--- config.mk ---
export PLATFORM = sky130hd
export DESIGN_NAME = pwm_input_capture_meter_flat
export DESIGN_NICKNAME = d
export VERILOG_FILES = /design/src/rtl/pwm_icm_pkg.sv /design/src/rtl/pwm_icm_if.sv /design/src/rtl/pwm_icm_dp.sv /design/src/rtl/pwm_icm_ctrl.sv /design/src/rtl/pwm_input_capture_meter.sv /design/src/flat_wrapper.sv
export SDC_FILE = /design/constraint.sdc
export NUM_CORES = 1
export LEC_CHECK = 0
export BUFFER_PORTS_ARGS = -buffer_cell sky130_fd_sc_hd__buf_2
export CORE_UTILIZATION = 35
export CTS_BUF_LIST = sky130_fd_sc_hd__clkbuf_8 sky130_fd_sc_hd__clkbuf_16
export DETAILED_ROUTE_END_ITERATION = 12
export PLACE_DENSITY = 0.51
export SLEW_MARGIN = 40
export SYNTH_ARGS = -nofsm -noshare
export SYNTH_HDL_FRONTEND = slang
export SYNTH_SLANG_ARGS = --single-unit
--- constraint.sdc ---
create_clock -name clk_i -period 7.1 [get_ports clk_i]
set_input_delay 0.71 -clock clk_i [delete_from_list [all_inputs] [get_ports clk_i]]
set_output_delay 0.71 -clock clk_i [all_outputs]
set_load 0.02 [all_outputs]
--- src/rtl/pwm_icm_pkg.sv ---
// ----------------------------------------------------------------------------
// pwm_icm_pkg: shared types and constants of the PWM input capture meter
// Widths, division step counts and the controller to datapath bundles.
// ----------------------------------------------------------------------------
package pwm_icm_pkg;

  localparam int unsigned DATA_W  = 32;             // timestamps, ticks, rate
  localparam int unsigned CNT_W   = 32;             // free-running counter width
  localparam int unsigned DUTY_W  = 14;             // duty in 1/100 %
  localparam int unsigned PROD_W  = DATA_W + DUTY_W;
  localparam int unsigned PER_W   = DATA_W + 1;     // high + low, no overflow

  localparam logic [DATA_W-1:0] CNT_MASK    = DATA_W'((64'd1 << CNT_W) - 64'd1);
  localparam logic [DATA_W-1:0] TICK_RESET  = DATA_W'(1000000);
  localparam logic [DUTY_W-1:0] DUTY_SCALE  = DUTY_W'(10000);

  // one quotient bit per step
  localparam int unsigned FREQ_STEPS = DATA_W;
  localparam int unsigned DUTY_STEPS = DUTY_W;
  localparam int unsigned STEP_W     = $clog2(FREQ_STEPS);

  typedef struct packed {
    logic cap_load;    // latch the incoming timestamp
    logic prev_load;   // previous capture <= timestamp
    logic high_load;   // high time <= difference
    logic low_load;    // low time <= difference
    logic mul_load;    // product, period, start frequency division
    logic div_step;    // one restoring division step
    logic duty_start;  // save frequency, start duty division
    logic duty_save;   // save duty quotient
    logic out_load;    // load the result register
    logic arm_fall;    // result flags
    logic done;
    logic err;
  } icm_cmd_t;

  typedef struct packed {
    logic diff_zero;
  } icm_stat_t;

  typedef struct packed {
    logic              arm_falling_edge;
    logic              measurement_done;
    logic              capture_error;
    logic [DATA_W-1:0] high_ticks;
    logic [DATA_W-1:0] low_ticks;
    logic [DATA_W-1:0] frequency_hz;
    logic [DUTY_W-1:0] duty_hundredths;
  } icm_res_t;

endpackage

--- src/rtl/pwm_icm_if.sv ---
// ----------------------------------------------------------------------------
// pwm_icm_if: capture and result channels of the PWM input capture meter
// Valid/ready channels; a transfer happens when both are high at a clock edge.
// ----------------------------------------------------------------------------
interface pwm_icm_cap_if
  import pwm_icm_pkg::*;
  ();
  logic              valid;
  logic              ready;
  logic [DATA_W-1:0] capture_time;

  modport source (output valid, output capture_time, input ready);
  modport sink   (input valid, input capture_time, output ready);
endinterface

interface pwm_icm_res_if
  import pwm_icm_pkg::*;
  ();
  logic              valid;
  logic              ready;
  logic              arm_falling_edge;
  logic              measurement_done;
  logic              capture_error;
  logic [DATA_W-1:0] high_ticks;
  logic [DATA_W-1:0] low_ticks;
  logic [DATA_W-1:0] frequency_hz;
  logic [DUTY_W-1:0] duty_hundredths;

  modport source (output valid, output arm_falling_edge, output measurement_done,
                  output capture_error, output high_ticks, output low_ticks,
                  output frequency_hz, output duty_hundredths, input ready);
  modport sink   (input valid, input arm_falling_edge, input measurement_done,
                  input capture_error, input high_ticks, input low_ticks,
                  input frequency_hz, input duty_hundredths, output ready);
endinterface

--- src/rtl/pwm_icm_dp.sv ---
// ----------------------------------------------------------------------------
// pwm_icm_dp: datapath of the PWM input capture meter
// Edge differences, measurement registers, duty multiplier, shared divider
// and the result register.
// ----------------------------------------------------------------------------
module pwm_icm_dp
  import pwm_icm_pkg::*;
(
  input  logic              clk_i,
  input  logic              rst_ni,
  input  logic              cfg_we_i,
  input  logic [DATA_W-1:0] cfg_wdata_i,
  input  logic [DATA_W-1:0] capture_time_i,
  input  icm_cmd_t          cmd_i,
  output icm_stat_t         stat_o,
  output icm_res_t          res_o
);

  logic [DATA_W-1:0] tick_rate_q;
  logic [DATA_W-1:0] prev_q;
  logic [DATA_W-1:0] high_q;
  logic [DATA_W-1:0] low_q;
  logic [DATA_W-1:0] freq_q;
  logic [DUTY_W-1:0] duty_q;

  logic [DATA_W-1:0] cap_q;
  logic [PROD_W-1:0] prod_q;
  logic [PER_W-1:0]  period_q;
  logic [PER_W-1:0]  rem_q, rem_d;
  logic [DATA_W-1:0] dq_q, dq_d;
  icm_res_t          res_q;

  logic [DATA_W-1:0] diff;
  logic [PER_W:0]    trial_in;
  logic [PER_W:0]    trial;
  logic              fits;

  // difference modulo the counter width
  assign diff             = (cap_q - prev_q) & CNT_MASK;
  assign stat_o.diff_zero = (diff == '0);

  // restoring divider step: shift in next dividend bit, subtract if it fits
  assign trial_in = {rem_q, dq_q[DATA_W-1]};
  assign trial    = trial_in - {1'b0, period_q};
  assign fits     = (trial_in >= {1'b0, period_q});

  always_comb begin
    rem_d = rem_q;
    dq_d  = dq_q;
    if (cmd_i.mul_load) begin
      rem_d = '0;
      dq_d  = tick_rate_q;
    end else if (cmd_i.duty_start) begin
      // product < period * 2^DUTY_W, so its upper part is already below the divisor
      rem_d = {1'b0, prod_q[PROD_W-1:DUTY_W]};
      dq_d  = {prod_q[DUTY_W-1:0], {(DATA_W-DUTY_W){1'b0}}};
    end else if (cmd_i.div_step) begin
      rem_d = fits ? trial[PER_W-1:0] : trial_in[PER_W-1:0];
      dq_d  = {dq_q[DATA_W-2:0], fits};
    end
  end

  always_ff @(posedge clk_i or negedge rst_ni) begin
    if (!rst_ni) begin
      tick_rate_q <= TICK_RESET;
      prev_q      <= '0;
      high_q      <= '0;
      low_q       <= '0;
      freq_q      <= '0;
      duty_q      <= '0;
    end else begin
      if (cfg_we_i)         tick_rate_q <= cfg_wdata_i;
      if (cmd_i.prev_load)  prev_q      <= cap_q;
      if (cmd_i.high_load)  high_q      <= diff;
      if (cmd_i.low_load)   low_q       <= diff;
      if (cmd_i.duty_start) freq_q      <= dq_q;
      if (cmd_i.duty_save)  duty_q      <= dq_q[DUTY_W-1:0];
    end
  end

  always_ff @(posedge clk_i) begin
    if (cmd_i.cap_load) cap_q <= capture_time_i & CNT_MASK;
    if (cmd_i.mul_load) begin
      prod_q   <= {{DUTY_W{1'b0}}, high_q} * {{DATA_W{1'b0}}, DUTY_SCALE};
      period_q <= {1'b0, high_q} + {1'b0, low_q};
    end
    rem_q <= rem_d;
    dq_q  <= dq_d;
    if (cmd_i.out_load) begin
      res_q.arm_falling_edge <= cmd_i.arm_fall;
      res_q.measurement_done <= cmd_i.done;
      res_q.capture_error    <= cmd_i.err;
      res_q.high_ticks       <= high_q;
      res_q.low_ticks        <= low_q;
      res_q.frequency_hz     <= freq_q;
      res_q.duty_hundredths  <= duty_q;
    end
  end

  assign res_o = res_q;

endmodule

--- src/rtl/pwm_icm_ctrl.sv ---
// ----------------------------------------------------------------------------
// pwm_icm_ctrl: controller of the PWM input capture meter
// Edge phase tracking and sequencing of the two divisions and the result.
// ----------------------------------------------------------------------------
module pwm_icm_ctrl
  import pwm_icm_pkg::*;
(
  input  logic      clk_i,
  input  logic      rst_ni,
  input  logic      in_valid_i,
  output logic      in_ready_o,
  output logic      out_valid_o,
  input  logic      out_ready_i,
  input  icm_stat_t stat_i,
  output icm_cmd_t  cmd_o
);

  typedef enum logic [2:0] {
    ST_IDLE, ST_EVAL, ST_MUL, ST_DIVF, ST_DLOAD, ST_DIVD, ST_DSAVE, ST_WRITE
  } state_e;

  typedef enum logic [1:0] {
    PH_FIRST = 2'd0,
    PH_HIGH  = 2'd1,
    PH_LOW   = 2'd2
  } phase_e;

  state_e            state_q;
  phase_e            phase_q;
  logic [STEP_W-1:0] cnt_q;
  logic              arm_q, done_q, err_q, out_valid_q;
  logic              out_free;

  assign out_free    = !out_valid_q || out_ready_i;
  assign in_ready_o  = (state_q == ST_IDLE);
  assign out_valid_o = out_valid_q;

  always_comb begin
    cmd_o          = '0;
    cmd_o.arm_fall = arm_q;
    cmd_o.done     = done_q;
    cmd_o.err      = err_q;
    case (state_q)
      ST_IDLE:  cmd_o.cap_load = in_valid_i;
      ST_EVAL: begin
        case (phase_q)
          PH_HIGH: begin
            cmd_o.high_load = !stat_i.diff_zero;
            cmd_o.prev_load = !stat_i.diff_zero;
          end
          PH_LOW:  cmd_o.low_load  = !stat_i.diff_zero;
          default: cmd_o.prev_load = 1'b1;
        endcase
      end
      ST_MUL:   cmd_o.mul_load   = 1'b1;
      ST_DIVF:  cmd_o.div_step   = 1'b1;
      ST_DLOAD: cmd_o.duty_start = 1'b1;
      ST_DIVD:  cmd_o.div_step   = 1'b1;
      ST_DSAVE: cmd_o.duty_save  = 1'b1;
      ST_WRITE: cmd_o.out_load   = out_free;
      default:  cmd_o.cap_load   = 1'b0;
    endcase
  end

  always_ff @(posedge clk_i or negedge rst_ni) begin
    if (!rst_ni) begin
      state_q     <= ST_IDLE;
      phase_q     <= PH_FIRST;
      cnt_q       <= '0;
      arm_q       <= 1'b0;
      done_q      <= 1'b0;
      err_q       <= 1'b0;
      out_valid_q <= 1'b0;
    end else begin
      if (cmd_o.out_load)   out_valid_q <= 1'b1;
      else if (out_ready_i) out_valid_q <= 1'b0;
      case (state_q)
        ST_IDLE: begin
          if (in_valid_i) state_q <= ST_EVAL;
        end
        ST_EVAL: begin
          arm_q  <= 1'b0;
          done_q <= 1'b0;
          err_q  <= 1'b0;
          state_q <= ST_WRITE;
          case (phase_q)
            PH_HIGH: begin
              if (stat_i.diff_zero) begin
                err_q   <= 1'b1;
                phase_q <= PH_FIRST;
              end else begin
                phase_q <= PH_LOW;
              end
            end
            PH_LOW: begin
              phase_q <= PH_FIRST;
              if (stat_i.diff_zero) begin
                err_q <= 1'b1;
              end else begin
                done_q  <= 1'b1;
                state_q <= ST_MUL;
              end
            end
            default: begin
              // first rising edge, also taken for the unused phase code
              arm_q   <= 1'b1;
              phase_q <= PH_HIGH;
            end
          endcase
        end
        ST_MUL: begin
          cnt_q   <= STEP_W'(FREQ_STEPS - 1);
          state_q <= ST_DIVF;
        end
        ST_DIVF: begin
          if (cnt_q == '0) state_q <= ST_DLOAD;
          else             cnt_q   <= cnt_q - 1'b1;
        end
        ST_DLOAD: begin
          cnt_q   <= STEP_W'(DUTY_STEPS - 1);
          state_q <= ST_DIVD;
        end
        ST_DIVD: begin
          if (cnt_q == '0) state_q <= ST_DSAVE;
          else             cnt_q   <= cnt_q - 1'b1;
        end
        ST_DSAVE: state_q <= ST_WRITE;
        ST_WRITE: begin
          if (out_free) state_q <= ST_IDLE;
        end
        default: state_q <= ST_IDLE;
      endcase
    end
  end

endmodule

--- src/rtl/pwm_input_capture_meter.sv ---
// ----------------------------------------------------------------------------
// pwm_input_capture_meter: PWM frequency and duty meter from capture stamps
// A period spans a rising, a falling and a rising edge; frequency and duty by a shared bit-serial divider.
// ----------------------------------------------------------------------------
//  channel     dir  handshake      payload
//  capture_if  in   valid/ready    capture_time
//  result_if   out  valid/ready    flags, high/low ticks, frequency, duty
//  cfg         in   cfg_we_i       tick_rate_hz (reset 1000000)
//
//  An edge that does not complete a period passes through evaluation and the
//  result write; a completing edge also passes through the multiply, the
//  frequency division, the duty load, the duty division and the save, the
//  divider retiring one quotient bit per cycle (32 for frequency, 14 for duty).
//  One item at a time; a new capture is taken while the last result still
//  waits in the output register, a held result stalls the next one. No
//  clearing pass after reset.
// ----------------------------------------------------------------------------
module pwm_input_capture_meter
  import pwm_icm_pkg::*;
(
  input  logic              clk_i,
  input  logic              rst_ni,
  input  logic              cfg_we_i,
  input  logic [DATA_W-1:0] cfg_wdata_i,
  pwm_icm_cap_if.sink       capture_if,
  pwm_icm_res_if.source     result_if
);

  icm_cmd_t  cmd;
  icm_stat_t stat;
  icm_res_t  res;

  pwm_icm_ctrl u_ctrl (
    .clk_i       (clk_i),
    .rst_ni      (rst_ni),
    .in_valid_i  (capture_if.valid),
    .in_ready_o  (capture_if.ready),
    .out_valid_o (result_if.valid),
    .out_ready_i (result_if.ready),
    .stat_i      (stat),
    .cmd_o       (cmd)
  );

  pwm_icm_dp u_dp (
    .clk_i          (clk_i),
    .rst_ni         (rst_ni),
    .cfg_we_i       (cfg_we_i),
    .cfg_wdata_i    (cfg_wdata_i),
    .capture_time_i (capture_if.capture_time),
    .cmd_i          (cmd),
    .stat_o         (stat),
    .res_o          (res)
  );

  assign result_if.arm_falling_edge = res.arm_falling_edge;
  assign result_if.measurement_done = res.measurement_done;
  assign result_if.capture_error    = res.capture_error;
  assign result_if.high_ticks       = res.high_ticks;
  assign result_if.low_ticks        = res.low_ticks;
  assign result_if.frequency_hz     = res.frequency_hz;
  assign result_if.duty_hundredths  = res.duty_hundredths;

  // at most one of the three flags on any result
  a_flags_exclusive: assert property (@(posedge clk_i) disable iff (!rst_ni)
    result_if.valid |-> $onehot0({result_if.arm_falling_edge,
                                  result_if.measurement_done,
                                  result_if.capture_error}))
    else $error("result flags not exclusive");

  // duty never exceeds one hundred percent
  a_duty_range: assert property (@(posedge clk_i) disable iff (!rst_ni)
    result_if.valid |-> (result_if.duty_hundredths <= DUTY_SCALE))
    else $error("duty out of range");

  // one capture in flight: ready drops after a transfer
  a_one_in_flight: assert property (@(posedge clk_i) disable iff (!rst_ni)
    (capture_if.valid && capture_if.ready) |=> !capture_if.ready)
    else $error("capture accepted while busy");

  // result register only reloads once the old result is taken
  a_no_overwrite: assert property (@(posedge clk_i) disable iff (!rst_ni)
    (result_if.valid && !result_if.ready) |-> !cmd.out_load)
    else $error("pending result overwritten");

endmodule

--- src/flat_wrapper.sv ---
// flat-port wrapper written by rule: the top's interface ports become plain ports
module pwm_input_capture_meter_flat import pwm_icm_pkg::*;
  (clk_i, rst_ni, cfg_we_i, cfg_wdata_i, capture_if_valid, capture_if_capture_time, capture_if_ready, result_if_valid, result_if_arm_falling_edge, result_if_measurement_done, result_if_capture_error, result_if_high_ticks, result_if_low_ticks, result_if_frequency_hz, result_if_duty_hundredths, result_if_ready);
  pwm_icm_cap_if capture_if_i ();
  pwm_icm_res_if result_if_i ();
  input  logic clk_i;
  input  logic rst_ni;
  input  logic cfg_we_i;
  input  logic [DATA_W-1:0] cfg_wdata_i;
  input wire logic [$bits(capture_if_i.valid)-1:0] capture_if_valid;
  input wire logic [$bits(capture_if_i.capture_time)-1:0] capture_if_capture_time;
  output wire logic [$bits(capture_if_i.ready)-1:0] capture_if_ready;
  output wire logic [$bits(result_if_i.valid)-1:0] result_if_valid;
  output wire logic [$bits(result_if_i.arm_falling_edge)-1:0] result_if_arm_falling_edge;
  output wire logic [$bits(result_if_i.measurement_done)-1:0] result_if_measurement_done;
  output wire logic [$bits(result_if_i.capture_error)-1:0] result_if_capture_error;
  output wire logic [$bits(result_if_i.high_ticks)-1:0] result_if_high_ticks;
  output wire logic [$bits(result_if_i.low_ticks)-1:0] result_if_low_ticks;
  output wire logic [$bits(result_if_i.frequency_hz)-1:0] result_if_frequency_hz;
  output wire logic [$bits(result_if_i.duty_hundredths)-1:0] result_if_duty_hundredths;
  input wire logic [$bits(result_if_i.ready)-1:0] result_if_ready;
  assign capture_if_i.valid = capture_if_valid;
  assign capture_if_i.capture_time = capture_if_capture_time;
  assign capture_if_ready = capture_if_i.ready;
  assign result_if_valid = result_if_i.valid;
  assign result_if_arm_falling_edge = result_if_i.arm_falling_edge;
  assign result_if_measurement_done = result_if_i.measurement_done;
  assign result_if_capture_error = result_if_i.capture_error;
  assign result_if_high_ticks = result_if_i.high_ticks;
  assign result_if_low_ticks = result_if_i.low_ticks;
  assign result_if_frequency_hz = result_if_i.frequency_hz;
  assign result_if_duty_hundredths = result_if_i.duty_hundredths;
  assign result_if_i.ready = result_if_ready;
  pwm_input_capture_meter u_core (.clk_i(clk_i), .rst_ni(rst_ni), .cfg_we_i(cfg_we_i), .cfg_wdata_i(cfg_wdata_i), .capture_if(capture_if_i), .result_if(result_if_i));
endmodule
Yosys cells after proc, flatten, opt, wreduce, memory -nomap -nowiden
Index checks and enable logic that the tools add are counted.
- flip-flop bits (word level): 473
- input port bits: 69
- logic and storage cells: 95
- add/subtract/negate cells: 4
- $mul: 1
- magnitude comparators: 1
- equality and inequality tests: 14
- mux-type cells: 34
- reduce and logical (&&, ||, !) cells: 15
- operator list (operator ; count):
    $mux W32 ; 5
    $mul A32 B10 Y42 const B ; 1
    $ge A34 B33 Y1 ; 1
    $add A32 B32 Y33 ; 1
    $mux W33 ; 1
    $sub A33 B33 Y33 ; 1
    $logic_not A32 Y1 ; 1
    $sub A32 B32 Y32 ; 1
    $pmux W3 S8 ; 1
    $mux W3 ; 7
    $mux W1 ; 15
    $pmux W5 S3 ; 1
    $eq A3 B3 Y1 const B ; 4
    $ne A2 B2 Y1 const B ; 5
    $eq A3 B2 Y1 const B ; 2
    $reduce_bool A3 Y1 ; 2
    $reduce_or A2 Y1 ; 3
    $logic_not A5 Y1 ; 1
    $mux W5 ; 1
    $sub A5 B1 Y5 const B ; 1
    $pmux W2 S2 ; 1
    $reduce_and A4 Y1 ; 1
    $reduce_bool A2 Y1 ; 2
    $eq A3 B1 Y1 const B ; 1
    8 further kinds ; 9

Longest topological paths before layout
- depth after elaboration: 6
- depth in mapped cells: 21

Hierarchy
Synthesis repeated with hierarchy kept, for this count alone.
- cell total of the unflattened synthesis: 2349
- area total of the unflattened synthesis: 26783.2 um2
- by module, submodules not included (module ; times used ; cells an instance ; area each (um2)):
    pwm_icm_dp ; 1 ; 2248 ; 25931.1
    pwm_icm_ctrl ; 1 ; 101 ; 852.1

Worst setup path before layout
No wires, ideal clock.
- kind: flip-flop to flip-flop
- start: register u_core.u_ctrl.state_q[0]
- end: register, netlist name u_core.u_dp.res_o[0]
- arrival time: 5763 ps
- required time: 6512 ps
- slack: 749 ps
- cell stages (with the launch flop): 5
- period minus slack after synthesis: 6351 ps
- cell sequence: dfrtp_1 clkbuf_1 clkbuf_1 nand3_1 nor2_1
- RTL lines (what ; line ; RTL):
    from (decl) ; pwm_icm_ctrl.sv:28 ; state_e state_q;
    from (signal assigned) ; pwm_icm_ctrl.sv:67 ; state_q <= ST_IDLE;
    from (signal assigned) ; pwm_icm_ctrl.sv:79 ; if (in_valid_i) state_q <= ST_EVAL;
    from (signal assigned) ; pwm_icm_ctrl.sv:85 ; state_q <= ST_WRITE;

Final worst setup path
- start: register u_core.u_dp.high_q[5]
- end: register u_core.u_dp.prod_q[43], data pin
- word-level cells in the longest chain between the ends: 1
- ends and longest elaborated chain (what ; line ; RTL):
    from (decl) ; pwm_icm_dp.sv:21 ; logic [DATA_W-1:0] high_q;
    from (signal assigned) ; pwm_icm_dp.sv:74 ; if (cmd_i.high_load) high_q <= diff;
    $mul A32 B10 Y42 ; pwm_icm_dp.sv:84 ; prod_q <= {{DUTY_W{1'b0}}, high_q} * {{DATA_W{1'b0}}, DUTY_SCALE};
    to (signal assigned) ; pwm_icm_dp.sv:84 ;
    to (decl) ; pwm_icm_dp.sv:27 ; logic [PROD_W-1:0] prod_q;
Every way passes these cells.
A chain may end at the register's enable or synchronous reset.

==> results by group <==
Timing
  – RSZ-0062 raised after global routing: false
  – Max Fclk: 167 MHz
  – Worst Tran Pin Value: approximately 790 ps
  – Final setup violating endpoints: 0
  – Sum Neg Setup Slack: 0 ps
  – Final Max Tran Viols: 0
  – Max_slew headroom: a little under half
  – Skew final: between 20 and 25 ps
  – Final Critical Period: about 6000 ps
  – Fin crit share: between 80% and 90%
  – Final Hold Vio Count: 0
  – Hold slack: 102 ps

Place
  – I/O Buffers: ~180
  – GP Congestion: 0.858
  – HPWL after DPL: 53,600 µm

Layout
  – Share of cells above drive strength 1: between 15 and 20%
  – Area Growth Syn to Fin: 14.6%
  – Ant. Diodes: 0
  – Nets: 3,011

Synthesis
  – Synth Area in Compound Gates: approximately 16%
  – Yosys reg bits: ~470
  – Simple-gate share of the synthesized area: under 10%
  – XOR/XNOR Fraction of Synth Area: between 3 and 4%
  – Ys flop type: edfxtp_1
  – Largest family of logic cells by synthesized area: adder cells
  – Avg Cell Area, Syn: between 10 and 15 µm²
  – Mux cell area share after synthesis: approximately 5.2%
  – Fraction of registers with async set/reset: approximately two fifths
  – Most instantiated cells after synthesis: edfxtp_1, ha_1, inv_1
  – Post-synth EDFFs: roughly 250
  – Area contributors post-synth: edfxtp_1, dfrtp_1, ha_1
  – Post-synth top area share: 27.3%
  – Count leader, synth: edfxtp_1
  – Yosys warns: 0
  – Post-synthesis adder-cell area fraction: about 16%
  – Synth unique cells: slightly below 90
  – Syn Inst Count: between 2,000 and 2,500
  – Post-synthesis net count: about 2,800
  – Cell taking the most area after synthesis: edfxtp_1
  – Post-Syn Area: 27,700 µm²
  – Seq/Total Area, Yosys: 46.6%

Clock tree
  – Clk root buf: clkbuf_16
  – CTS buffer count: 55
  – Clk slew on worst S/H paths: ~60 ps
  – CTS-repair resized insts: 0
  – Number of H-tree levels: 2
  – Setup Buffers After CTS: 0
  – Clock sink total: 472
  – Hold_buf cts: 0
  – Worst-Skew Late Latency: between 600 and 700 ps
  – Clock tree buffer depth: 3
  – TritonCTS clock tree: yes

Detailed routing
  – Avg Vias per Cell: approximately 5.2
  – Via count: approximately 20,000
  – Wl on met1: ~33,000 µm
  – DR pass1 iterations: 6
  – Met3 WL: around 3100 µm
  – Iteration-0 DRC Markers: around 1,100
  – Routed Antenna Nets: 0
  – Routed WL per cell: 19.3 µm
  – Max layer used: met4
  – Residual DRC: 0
  – DRT Wirelength: around 72,000 µm
  – Met2 wire length: approximately 34,000 µm

Global routing
  – Total track usage: 17.7%
  – Vias in the first global route: about 20,000
  – Largest net degree at the start of global routing: 69
  – Initial antenna violation count: 0
  – GRT overflow: 0
  – First-pass GRT wire length: roughly 110,000 µm

Setup path
  – Worst Setup Start Kind: flop
  – Setup Crit Path Kind: reg -> reg
  – Worst endpoint required time: between 7000 and 8000 ps
  – Reg2Reg Depth: 17
  – Crit end category: flop
  – Crit-path max FO: 8
  – Crit path DAT: approximately 6400 ps

Floorplanning
  – # IOs: approximately 180
  – Row cnt: around 100
  – Die W: approximately 280 µm
  – Die Y-Extent: around 280 µm
  – Starting Density: a little over a third
  – Core area: about 80,000 µm²
  – Die area: about 80,000 µm²

Flow run
  – Max-cap violations: 0

Hold path
  – HP Class: in -> async

Outcome
  – Status: completed
## logic make-up after synthesis
logic type               Yosys count
buffers and inverters            301
flip-flops                       472
XOR/XNOR                         101
adder cells (fa/ha/maj)          304
multiplexers                     132
AO/OA/AOI/OAI                    641
AND/OR/NAND/NOR                  508
## registers in the layout, indices dropped and copies added (netlist names), 2 cells and up
name / count
u_core.u_dp.dq_q: 32
u_core.u_dp.prev_q: 32
u_core.u_ctrl.state_q: 3
u_core.u_ctrl.cnt_q: 5
u_core.u_dp.rem_q: 33
u_core.u_dp.freq_q: 32
u_core.u_dp.low_q: 32
u_core.u_ctrl.phase_q: 2
u_core.u_dp.duty_q: 14
u_core.u_dp.period_q: 33
u_core.u_dp.cap_q: 32
u_core.u_dp.res_o: 113
u_core.u_dp.prod_q: 42
u_core.u_dp.tick_rate_q: 32
u_core.u_dp.high_q: 32
## worst paths after layout
check | startpoint | to | slack (ps)
max in group asynchronous | rst_ni | u_core.u_dp.tick_rate_q[25]$_DFFE_PN0P_ | 5900
max reg2reg | u_core.u_dp.high_q[5]$_DFFE_PN0P_ | u_core.u_dp.prod_q[43]$_DFFE_PP_ | 1090
min | rst_ni | u_core.u_dp.tick_rate_q[1]$_DFFE_PN0P_ | 100
min in group clk_i | capture_if_capture_time[29] | u_core.u_dp.cap_q[29]$_DFFE_PP_ | 260
max | u_core.u_dp.high_q[5]$_DFFE_PN0P_ | u_core.u_dp.prod_q[43]$_DFFE_PP_ | 1090
min reg2reg | u_core.u_dp.freq_q[26]$_DFFE_PN0P_ | u_core.u_dp.res_o[40]$_DFFE_PP_ | 440
## through the flow
stage	instance area, µm²	cells	setup slack, ps	utilization, %
floorplan	27700	2459	749	-
global placement	29800	3618	1160	38.3
detailed placement	29900	3620	983	38.3
CTS	31700	3724	979	40.8
global route	31800	3725	830	40.8
finish	31800	3725	1090	40.8
## cell type report
type | count | area (µm²)
multi-input cells | 1686 | 13700
well taps | 1040 | 1300
repair buffers | 213 | 1190
clock buffers | 63 | 1490
flip-flops and latches | 472 | 12900
fillers | 7523 | 46100
inverters | 210 | 788
clock inverters | 41 | 407
## worst max-delay path, stage by stage (launching register included)
cell and delay, ps:
dfrtp_1 580, inv_1 160, fa_1 560, inv_1 40, ha_1 290, fa_1 480, ha_1 330, fa_1 460
ha_1 260, a2111oi_1 680, o211ai_1 290, nand3_1 210, a211oi_1 190, o211a_1 280, or4_1 450, a31o_2 260
a21oi_1 170, xnor2_1 80
## cells in the final DEF (no fill, tap or decap), types with 21 or more instances in the layout
| cell type | instances |
|---|---|
| buf_4 | 27 |
| nor2b_1 | 34 |
| a41o_1 | 32 |
| edfxtp_1 | 252 |
| buf_2 | 181 |
| a22o_1 | 27 |
| mux2_2 | 96 |
| dfxtp_1 | 33 |
| a21o_1 | 65 |
| xnor2_1 | 76 |
| nand2b_1 | 27 |
| mux2i_1 | 36 |
| nor2_1 | 104 |
| fa_1 | 86 |
| o21ai_0 | 176 |
| nand3_1 | 66 |
| nor3_1 | 37 |
| a22oi_1 | 24 |
| a31oi_1 | 24 |
| o21a_1 | 21 |
| clkbuf_16 | 55 |
| ha_1 | 218 |
| xor2_1 | 25 |
| inv_1 | 219 |
| dfrtp_1 | 180 |
| a21oi_1 | 119 |
| nand2_1 | 131 |
## per-layer routing
layer  up-vias  global-route usage [%]
met2       484                    29.3
li1       9396                       -
met4         0                    5.55
met3       108                    2.39
met5         -                       0
met1      9542                    24.0
Power is not shown: default switching activity piles up to over one toggle a cycle in this logic, so the estimate is an artifact.
